===== config.mk =====
export PLATFORM = sky130hd
export DESIGN_NAME = bankers_safe_allocator
export DESIGN_NICKNAME = d
export VERILOG_FILES = /design/src/design/bsa_pkg.sv /design/src/design/bsa_lane.sv /design/src/design/bsa_merge.sv /design/src/design/bankers_safe_allocator.sv
export SDC_FILE = /design/constraint.sdc
export NUM_CORES = 2
export LEC_CHECK = 0
export ABC_CLOCK_PERIOD_IN_PS = 12490
export BUFFER_PORTS_ARGS = -buffer_cell sky130_fd_sc_hd__buf_2
export CORE_MARGIN = 1
export CORE_UTILIZATION = 36
export CTS_CLUSTER_DIAMETER = 200
export DETAILED_ROUTE_END_ITERATION = 8
export GPL_TIMING_DRIVEN = 0
export SYNTH_ARGS = -nofsm -noshare
export SYNTH_HDL_FRONTEND = slang
export SYNTH_HIERARCHICAL = 1
export SYNTH_SLANG_ARGS = --single-unit

===== constraint.sdc =====
create_clock -name clk -period 12.49 [get_ports clk]
set_input_delay 1.8735 -clock clk [delete_from_list [all_inputs] [get_ports clk]]
set_output_delay 1.8735 -clock clk [all_outputs]
set_load 0.03 [all_outputs]

===== src/design/bsa_pkg.sv =====
// bsa_pkg: shared types, codes and row helpers for the banker's-algorithm allocator.
// No dependencies; imported by bsa_lane, bsa_merge and bankers_safe_allocator.
`timescale 1ns / 1ps

package bsa_pkg;

    localparam int NRES          = 4;
    localparam int RES_W         = 8;
    localparam int CUSTOMERS_DEF = 8;

    typedef logic [RES_W-1:0]           res_t;
    typedef logic [NRES-1:0][RES_W-1:0] res_row_t;

    typedef enum logic [1:0] {
        OP_SET  = 2'd0,
        OP_LOAD = 2'd1,
        OP_REQ  = 2'd2,
        OP_REL  = 2'd3
    } op_t;

    typedef enum logic [2:0] {
        ST_DONE   = 3'd0,
        ST_NEED   = 3'd1,
        ST_AVAIL  = 3'd2,
        ST_UNSAFE = 3'd3,
        ST_REL    = 3'd4
    } status_t;

    // row write broadcast to all lanes; only the selected lane takes it
    typedef struct packed {
        logic     en;
        res_row_t alloc;
        res_row_t need;
    } row_wr_t;

    typedef struct packed {
        logic init;
        logic step;
    } merge_ctl_t;

    function automatic res_row_t sat_add_row(input res_row_t a, input res_row_t b);
        logic [RES_W:0] s;
        res_row_t       r;
        for (int t = 0; t < NRES; t++) begin
            s    = {1'b0, a[t]} + {1'b0, b[t]};
            r[t] = s[RES_W] ? {RES_W{1'b1}} : s[RES_W-1:0];
        end
        return r;
    endfunction

    function automatic res_row_t sub_row(input res_row_t a, input res_row_t b);
        res_row_t r;
        for (int t = 0; t < NRES; t++) begin
            r[t] = a[t] - b[t];
        end
        return r;
    endfunction

    // true if any element of a exceeds the matching element of b
    function automatic logic any_gt(input res_row_t a, input res_row_t b);
        logic g;
        g = 1'b0;
        for (int t = 0; t < NRES; t++) begin
            if (a[t] > b[t]) begin
                g = 1'b1;
            end
        end
        return g;
    endfunction

endpackage


===== src/design/bsa_lane.sv =====
// bsa_lane: one customer's allocation and need rows plus its fit test.
// Depends on bsa_pkg.
`timescale 1ns / 1ps

module bsa_lane
    import bsa_pkg::*;
(
    input  logic     clk,
    input  logic     rst_n,
    input  logic     sel,
    input  row_wr_t  wr,
    input  res_row_t work,
    input  logic     done,
    output res_row_t alloc,
    output res_row_t need,
    output logic     fit
);

    res_row_t alloc_reg;
    res_row_t need_reg;

    always_ff @(posedge clk or negedge rst_n)
    begin
        if (!rst_n)
        begin
            alloc_reg <= '0;
            need_reg  <= '0;
        end
        else if (sel && wr.en)
        begin
            alloc_reg <= wr.alloc;
            need_reg  <= wr.need;
        end
    end

    assign alloc = alloc_reg;
    assign need  = need_reg;
    assign fit   = !done && !any_gt(need_reg, work);

endmodule


===== src/design/bsa_merge.sv =====
// bsa_merge: picks the lowest fitting lane, folds its allocation into the work pool
// and tracks finished customers. Depends on bsa_pkg.
`timescale 1ns / 1ps

module bsa_merge
    import bsa_pkg::*;
#(
    parameter int CUSTOMERS = CUSTOMERS_DEF
)
(
    input  logic                 clk,
    input  logic                 rst_n,
    input  merge_ctl_t           ctl,
    input  res_row_t             init_work,
    input  logic [CUSTOMERS-1:0] fit,
    input  res_row_t             alloc_rows [CUSTOMERS],
    output res_row_t             work,
    output logic [CUSTOMERS-1:0] done,
    output logic                 found,
    output logic                 all_done
);

    res_row_t             work_reg;
    logic [CUSTOMERS-1:0] done_reg;
    logic [CUSTOMERS-1:0] pick_oh;
    res_row_t             pick_alloc;

    // isolate lowest set bit
    assign pick_oh = fit & (~fit + CUSTOMERS'(1));

    always_comb
    begin
        pick_alloc = '0;
        for (int i = 0; i < CUSTOMERS; i++) begin
            if (pick_oh[i]) begin
                pick_alloc = pick_alloc | alloc_rows[i];
            end
        end
    end

    always_ff @(posedge clk or negedge rst_n)
    begin
        if (!rst_n)
        begin
            work_reg <= '0;
            done_reg <= '0;
        end
        else if (ctl.init)
        begin
            work_reg <= init_work;
            done_reg <= '0;
        end
        else if (ctl.step && found)
        begin
            work_reg <= sat_add_row(work_reg, pick_alloc);
            done_reg <= done_reg | pick_oh;
        end
    end

    assign work     = work_reg;
    assign done     = done_reg;
    assign found    = |fit;
    assign all_done = &done_reg;

endmodule


===== src/design/bankers_safe_allocator.sv =====
// bankers_safe_allocator: top level, command decode, request rollback and result register.
// Depends on bsa_pkg, bsa_lane and bsa_merge.
`timescale 1ns / 1ps

// Usage:
//   A request is taken at a rising edge with start high and busy low; op, customer and
//   amount_0..amount_3 are sampled there. Each request yields one result: strobe is high
//   for exactly one cycle with status and free_0..free_3 (available counts after the
//   step). The receiver cannot stall; the result is gone after that cycle.
// Sequencing:
//   Set, load, release and refused requests: strobe is registered from the EXEC state.
//   Granted-path requests run the safety scan, one customer retired per cycle, and the
//   strobe is registered once no lane fits any more. busy drops in the strobe cycle,
//   so the next request can be taken while the result is shown.
//   The scan length is set by the single work-pool accumulator in the merge stage; every
//   customer lane tests its need against the pool in parallel each cycle.
// Reset:
//   rst_n low clears available counts, all allocation and need rows and the control
//   state; no result is pending afterward.

module bankers_safe_allocator
    import bsa_pkg::*;
#(
    parameter int CUSTOMERS = CUSTOMERS_DEF
)
(
    input  logic       clk,
    input  logic       rst_n,
    input  logic       start,
    output logic       busy,
    input  logic [1:0] op,
    input  logic [2:0] customer,
    input  logic [7:0] amount_0,
    input  logic [7:0] amount_1,
    input  logic [7:0] amount_2,
    input  logic [7:0] amount_3,
    output logic       strobe,
    output logic [2:0] status,
    output logic [7:0] free_0,
    output logic [7:0] free_1,
    output logic [7:0] free_2,
    output logic [7:0] free_3
);

    localparam int CW = $clog2(CUSTOMERS);

    typedef enum logic [1:0] {
        S_IDLE,
        S_EXEC,
        S_SCAN
    } state_t;

    state_t   state_reg, state_next;
    logic     strobe_reg, strobe_next;
    status_t  status_reg, status_next;
    res_row_t avail_reg, avail_next;

    logic [1:0] op_reg;
    logic [2:0] cust_reg;
    res_row_t   amt_reg;
    res_row_t   snap_alloc_reg, snap_need_reg;
    logic       snap_en;

    row_wr_t              row_wr;
    merge_ctl_t           mctl;
    res_row_t             init_work;
    logic [CUSTOMERS-1:0] lane_sel;
    logic [CUSTOMERS-1:0] lane_fit;
    res_row_t             lane_alloc [CUSTOMERS];
    res_row_t             lane_need  [CUSTOMERS];
    res_row_t             work;
    logic [CUSTOMERS-1:0] done_vec;
    logic                 found;
    logic                 all_done;

    logic     cust_ok;
    logic     [CW-1:0] idx;
    res_row_t sel_alloc, sel_need;

    assign cust_ok   = ({29'd0, cust_reg} < 32'(CUSTOMERS));
    assign idx       = CW'(cust_reg);
    assign sel_alloc = lane_alloc[idx];
    assign sel_need  = lane_need[idx];
    assign init_work = sub_row(avail_reg, amt_reg);

    for (genvar i = 0; i < CUSTOMERS; i++) begin : g_lane
        assign lane_sel[i] = cust_ok && ({29'd0, cust_reg} == 32'(i));

        bsa_lane u_lane (
            .clk   (clk),
            .rst_n (rst_n),
            .sel   (lane_sel[i]),
            .wr    (row_wr),
            .work  (work),
            .done  (done_vec[i]),
            .alloc (lane_alloc[i]),
            .need  (lane_need[i]),
            .fit   (lane_fit[i])
        );
    end

    bsa_merge #(
        .CUSTOMERS (CUSTOMERS)
    ) u_merge (
        .clk        (clk),
        .rst_n      (rst_n),
        .ctl        (mctl),
        .init_work  (init_work),
        .fit        (lane_fit),
        .alloc_rows (lane_alloc),
        .work       (work),
        .done       (done_vec),
        .found      (found),
        .all_done   (all_done)
    );

    always_comb
    begin
        state_next  = state_reg;
        strobe_next = 1'b0;
        status_next = status_reg;
        avail_next  = avail_reg;
        row_wr      = '0;
        mctl        = '0;
        snap_en     = 1'b0;

        unique case (state_reg)
            S_IDLE:
            begin
                if (start)
                begin
                    state_next = S_EXEC;
                end
            end
            S_EXEC:
            begin
                state_next  = S_IDLE;
                strobe_next = 1'b1;
                status_next = ST_DONE;
                if (op_t'(op_reg) == OP_SET)
                begin
                    avail_next = amt_reg;
                end
                else if (cust_ok)
                begin
                    unique case (op_t'(op_reg))
                        OP_SET:
                        begin
                            avail_next = amt_reg;
                        end
                        OP_LOAD:
                        begin
                            row_wr.en    = 1'b1;
                            row_wr.alloc = '0;
                            row_wr.need  = amt_reg;
                        end
                        OP_REQ:
                        begin
                            priority if (any_gt(amt_reg, sel_need))
                            begin
                                status_next = ST_NEED;
                            end
                            else if (any_gt(amt_reg, avail_reg))
                            begin
                                status_next = ST_AVAIL;
                            end
                            else
                            begin
                                // tentative grant; scan decides keep or roll back
                                strobe_next  = 1'b0;
                                state_next   = S_SCAN;
                                snap_en      = 1'b1;
                                row_wr.en    = 1'b1;
                                row_wr.alloc = sat_add_row(sel_alloc, amt_reg);
                                row_wr.need  = sub_row(sel_need, amt_reg);
                                avail_next   = init_work;
                                mctl.init    = 1'b1;
                            end
                        end
                        OP_REL:
                        begin
                            if (any_gt(amt_reg, sel_alloc))
                            begin
                                status_next = ST_REL;
                            end
                            else
                            begin
                                row_wr.en    = 1'b1;
                                row_wr.alloc = sub_row(sel_alloc, amt_reg);
                                row_wr.need  = sat_add_row(sel_need, amt_reg);
                                avail_next   = sat_add_row(avail_reg, amt_reg);
                            end
                        end
                    endcase
                end
            end
            S_SCAN:
            begin
                if (found)
                begin
                    mctl.step = 1'b1;
                end
                else
                begin
                    state_next  = S_IDLE;
                    strobe_next = 1'b1;
                    if (all_done)
                    begin
                        status_next = ST_DONE;
                    end
                    else
                    begin
                        // available was reduced without wrap, so adding back is exact
                        status_next  = ST_UNSAFE;
                        row_wr.en    = 1'b1;
                        row_wr.alloc = snap_alloc_reg;
                        row_wr.need  = snap_need_reg;
                        avail_next   = sat_add_row(avail_reg, amt_reg);
                    end
                end
            end
            default:
            begin
                state_next = S_IDLE;
            end
        endcase
    end

    always_ff @(posedge clk or negedge rst_n)
    begin
        if (!rst_n)
        begin
            state_reg  <= S_IDLE;
            strobe_reg <= 1'b0;
            status_reg <= ST_DONE;
            avail_reg  <= '0;
        end
        else
        begin
            state_reg  <= state_next;
            strobe_reg <= strobe_next;
            status_reg <= status_next;
            avail_reg  <= avail_next;
        end
    end

    // request payload and rollback snapshot
    always_ff @(posedge clk)
    begin
        if (state_reg == S_IDLE && start)
        begin
            op_reg   <= op;
            cust_reg <= customer;
            amt_reg  <= {amount_3, amount_2, amount_1, amount_0};
        end
        if (snap_en)
        begin
            snap_alloc_reg <= sel_alloc;
            snap_need_reg  <= sel_need;
        end
    end

    assign busy   = (state_reg != S_IDLE);
    assign strobe = strobe_reg;
    assign status = status_reg;
    assign free_0 = avail_reg[0];
    assign free_1 = avail_reg[1];
    assign free_2 = avail_reg[2];
    assign free_3 = avail_reg[3];

endmodule

==> flow_summary.json <==
{
  "max_cap_violations": 2,
  "grt_max_degree": 122,
  "slew_headroom": -0.02520,
  "ys.flop_type": "dfrtp_1",
  "die_w_um": 370.5,
  "synth.avg_cell_area_um2": 10.65,
  "critPathMaxStageDelay_ns": 1.00,
  "end_kind": "register",
  "clock_latency_ns": 0.71,
  "critical_path_arrival_ns": 9.23,
  "crit_cells": 19,
  "ys_seq_elements": 691,
  "regToRegEndpoint": "u_merge/done[3]",
  "p_leak_uw": 0.02492,
  "grt_pass1_wl_um": 271800,
  "cts_resized": 0,
  "setup_violations": 0,
  "hpwl_um": 142800,
  "clkTransAtPathRegs_ns": 0.06,
  "r2r_start": "cust_reg[1]",
  "holdWs_ns": 0.5290,
  "dp_cells": 6447,
  "reg2regPathDepth": 19,
  "synth_warnings": 6,
  "fin_crit_sh": 0.6962,
  "crit_family": "buffers and inverters",
  "critical_path.slowest_cell": "clkbuf_1",
  "drive_gt1_frac": 0.2265,
  "io_pins": 77,
  "die_area_um2": 137300,
  "drtIter0Drc": 4643,
  "syn_nets": 5152,
  "synthToLayoutAreaGrowth_pct": 11.88,
  "hold_path_depth": 1,
  "grtUsageTotal": 0.2720,
  "netlist_area_um2": 48890,
  "final_area_um2": 54700,
  "cts_tree": "done",
  "cts_buffers": 83,
  "drtAntennaViolNets": 0,
  "fillers": 12780,
  "async_flop_share": 0.8538,
  "crit_end": "u_merge/done[3]",
  "rows": 134,
  "rrSetupSlack_ns": 3.79,
  "clockBufferDepth": 3,
  "crit_start": "cust_reg[1]",
  "placedInstanceArea_um2": 51780,
  "die_h_um": 370.5,
  "yosysSeqAreaShare": 0.3640,
  "wl_per_cell_um": 28.71,
  "coreArea_um2": 134100,
  "fin_crit_ns": 8.696,
  "route.detailed.drc": 0,
  "cts.htree.levels": 3,
  "synth_edf_count": 101,
  "fin_cells": 6605,
  "hold_violations": 0,
  "wl_um": 189600,
  "dr.pass1.iters": 9,
  "cp-start-kind": "register",
  "start_util": 0.3645,
  "cp_max_fo": 40,
  "grt_remaining_overflow": 0,
  "syn-instance-count": 4592,
  "vias_per_cell": 6.072,
  "ir_worst_vdd_uv": 95.03,
  "grt_setup_unrepaired": "false",
  "post_cts_buffers": 0,
  "gp_congestion": 0.9948,
  "critPathBufInv": 8,
  "post-route-util": 0.4078,
  "violations": "capacitance limit, slew limit",
  "worst_hold_path_type": "register to register",
  "crit_path_cell_trace": "clkbuf_1, clkbuf_1, clkbuf_2, mux4_2, mux2i_1, ha_1, fa_1, nand2b_1, a21o_1, a21oi_1, a2bb2oi_1, and4_1, buf_6, and2_4, buf_16, clkbuf_1, clkbuf_1, clkbuf_1, nor2_1",
  "cts_hold_buf": 0,
  "crit_top_cell": "clkbuf_1",
  "tightest_slew_ns": 1.526,
  "antenna_found_initial": 3,
  "nets": 5327,
  "cts-root-buf": "clkbuf_16",
  "grt_pass1_vias": 38288,
  "yosys.cell_types.count": 101,
  "slew_viol_final": 9,
  "worstPathRequired_ns": 13.02,
  "mostFrequentLayoutCells": "dfrtp_1, mux2_2, ha_1",
  "vias": 40104,
  "crit_type": "register to register",
  "max_clock_freq_mhz": 115.0,
  "portBuffers": 76,
  "status": "finished, violations left",
  "cellPowerDensity_nw_per_um2": 144.9,
  "cts_sinks": 691,
  "skew_ns": 0.05061,
  "layout_commonest_cell": "dfrtp_1"
}
## through the flow
step                      setup WS [ns]  TNS (ns)  total power (µW)
final                             3.794         0              7926
after global routing              3.673         0              8201
after CTS                         3.663         0              7869
after detailed placement          3.714         0              5267
after global placement           -3.340  -1894.43              5229
after floorplan                   5.888         0              4206
## power by group
group	leakage, µW	internal (µW)	switching (µW)	total (µW)
Combinational	0.0145	860	1870	2730
Clock	0.00141	1540	1060	2600
Sequential	0.00899	2400	198	2600
Total	0.0249	4800	3130	7930
## worst min-delay path by stage
| stage | to | start |
|---|---|---|
| global placement | g_lane[2].u_lane/alloc[30] | g_lane[2].u_lane/alloc[30] |
| finish | g_lane[6].u_lane/alloc[4] | g_lane[6].u_lane/alloc[4] |
| CTS | g_lane[6].u_lane/alloc[15] | g_lane[6].u_lane/alloc[15] |
| floorplan | g_lane[7].u_lane/alloc[21] | g_lane[7].u_lane/alloc[21] |
| detailed placement | g_lane[6].u_lane/alloc[15] | g_lane[6].u_lane/alloc[15] |
| global route | g_lane[6].u_lane/alloc[0] | g_lane[6].u_lane/alloc[0] |
## routing by layer
metal,vias up,GRT usage,wire length [µm],part of all wire
met5,-,0,14,0.000074
met2,2017,0.4067,81020,0.43
li1,17367,-,-,-
met4,2,0.1530,11970,0.063
met1,20305,0.3618,78130,0.41
met3,413,0.06112,18500,0.098
## worst register-to-register path, stage by stage (launching register included)
cell and delay [ns]:
edfxtp_1 0.32, clkbuf_1 0.46, clkbuf_1 1.00, clkbuf_2 0.78, mux4_2 0.40, mux2i_1 0.23
ha_1 0.34, fa_1 0.40, nand2b_1 0.20, a21o_1 0.19, a21oi_1 0.35, a2bb2oi_1 0.48
and4_1 0.29, buf_6 0.18, and2_4 0.51, buf_16 0.31, clkbuf_1 0.74, clkbuf_1 0.59
clkbuf_1 0.66, nor2_1 0.13
## Yosys cell counts (20+ instances only)
cell type  instances  area share
a211oi_1          30      0.0046
xor2_1            26      0.0047
ha_1             492        0.13
a21o_1            35      0.0054
dfrtp_1          590        0.30
a22oi_1           57      0.0088
o21bai_1          20      0.0031
o211ai_1          30      0.0046
xnor2_1           76       0.014
nor3_1            73      0.0075
edfxtp_1         101       0.062
mux2i_1           20      0.0041
nand3_1           31      0.0032
o22ai_1           34      0.0044
inv_1            416       0.032
a221o_1           36      0.0074
a32oi_1           20      0.0036
a21oi_1          291       0.030
clkbuf_1         124      0.0095
nand2b_1          23      0.0029
o31ai_1           26      0.0040
buf_2             71      0.0073
o21ai_0          216       0.022
nor2b_1           69      0.0088
a221oi_1          46      0.0082
nand4_1           69      0.0088
nor2_1           187       0.014
fa_1              28       0.011
mux4_2           128       0.059
nand2_1          267       0.020
a31oi_1           20      0.0026
mux2_2           566        0.13
## cell families after synthesis
logic type      Yosys count  synth area share
compound gates         1060            0.1458
simple gates            859           0.08729
mux                     714            0.1934
flops                   691            0.3640
buf+inv                 646           0.05389
fa+ha+maj               520            0.1374
xor+xnor                102           0.01827
## final cells by class
class,count,area [µm²],share of cell area
Clock inverter,40,498.0,0.009103
Tap cell,1768,2212,0.04044
Antenna cell,3,7.507,0.0001372
Timing Repair Buffer,90,633.1,0.01157
Clock buffer,112,2370,0.04332
Buffer,228,1072,0.01960
Multi-Input combinational cell,3255,28540,0.5218
Inverter,418,1569,0.02868
Sequential cell,691,17800,0.3253
No activity file was read; power rests on OpenSTA's default activity.
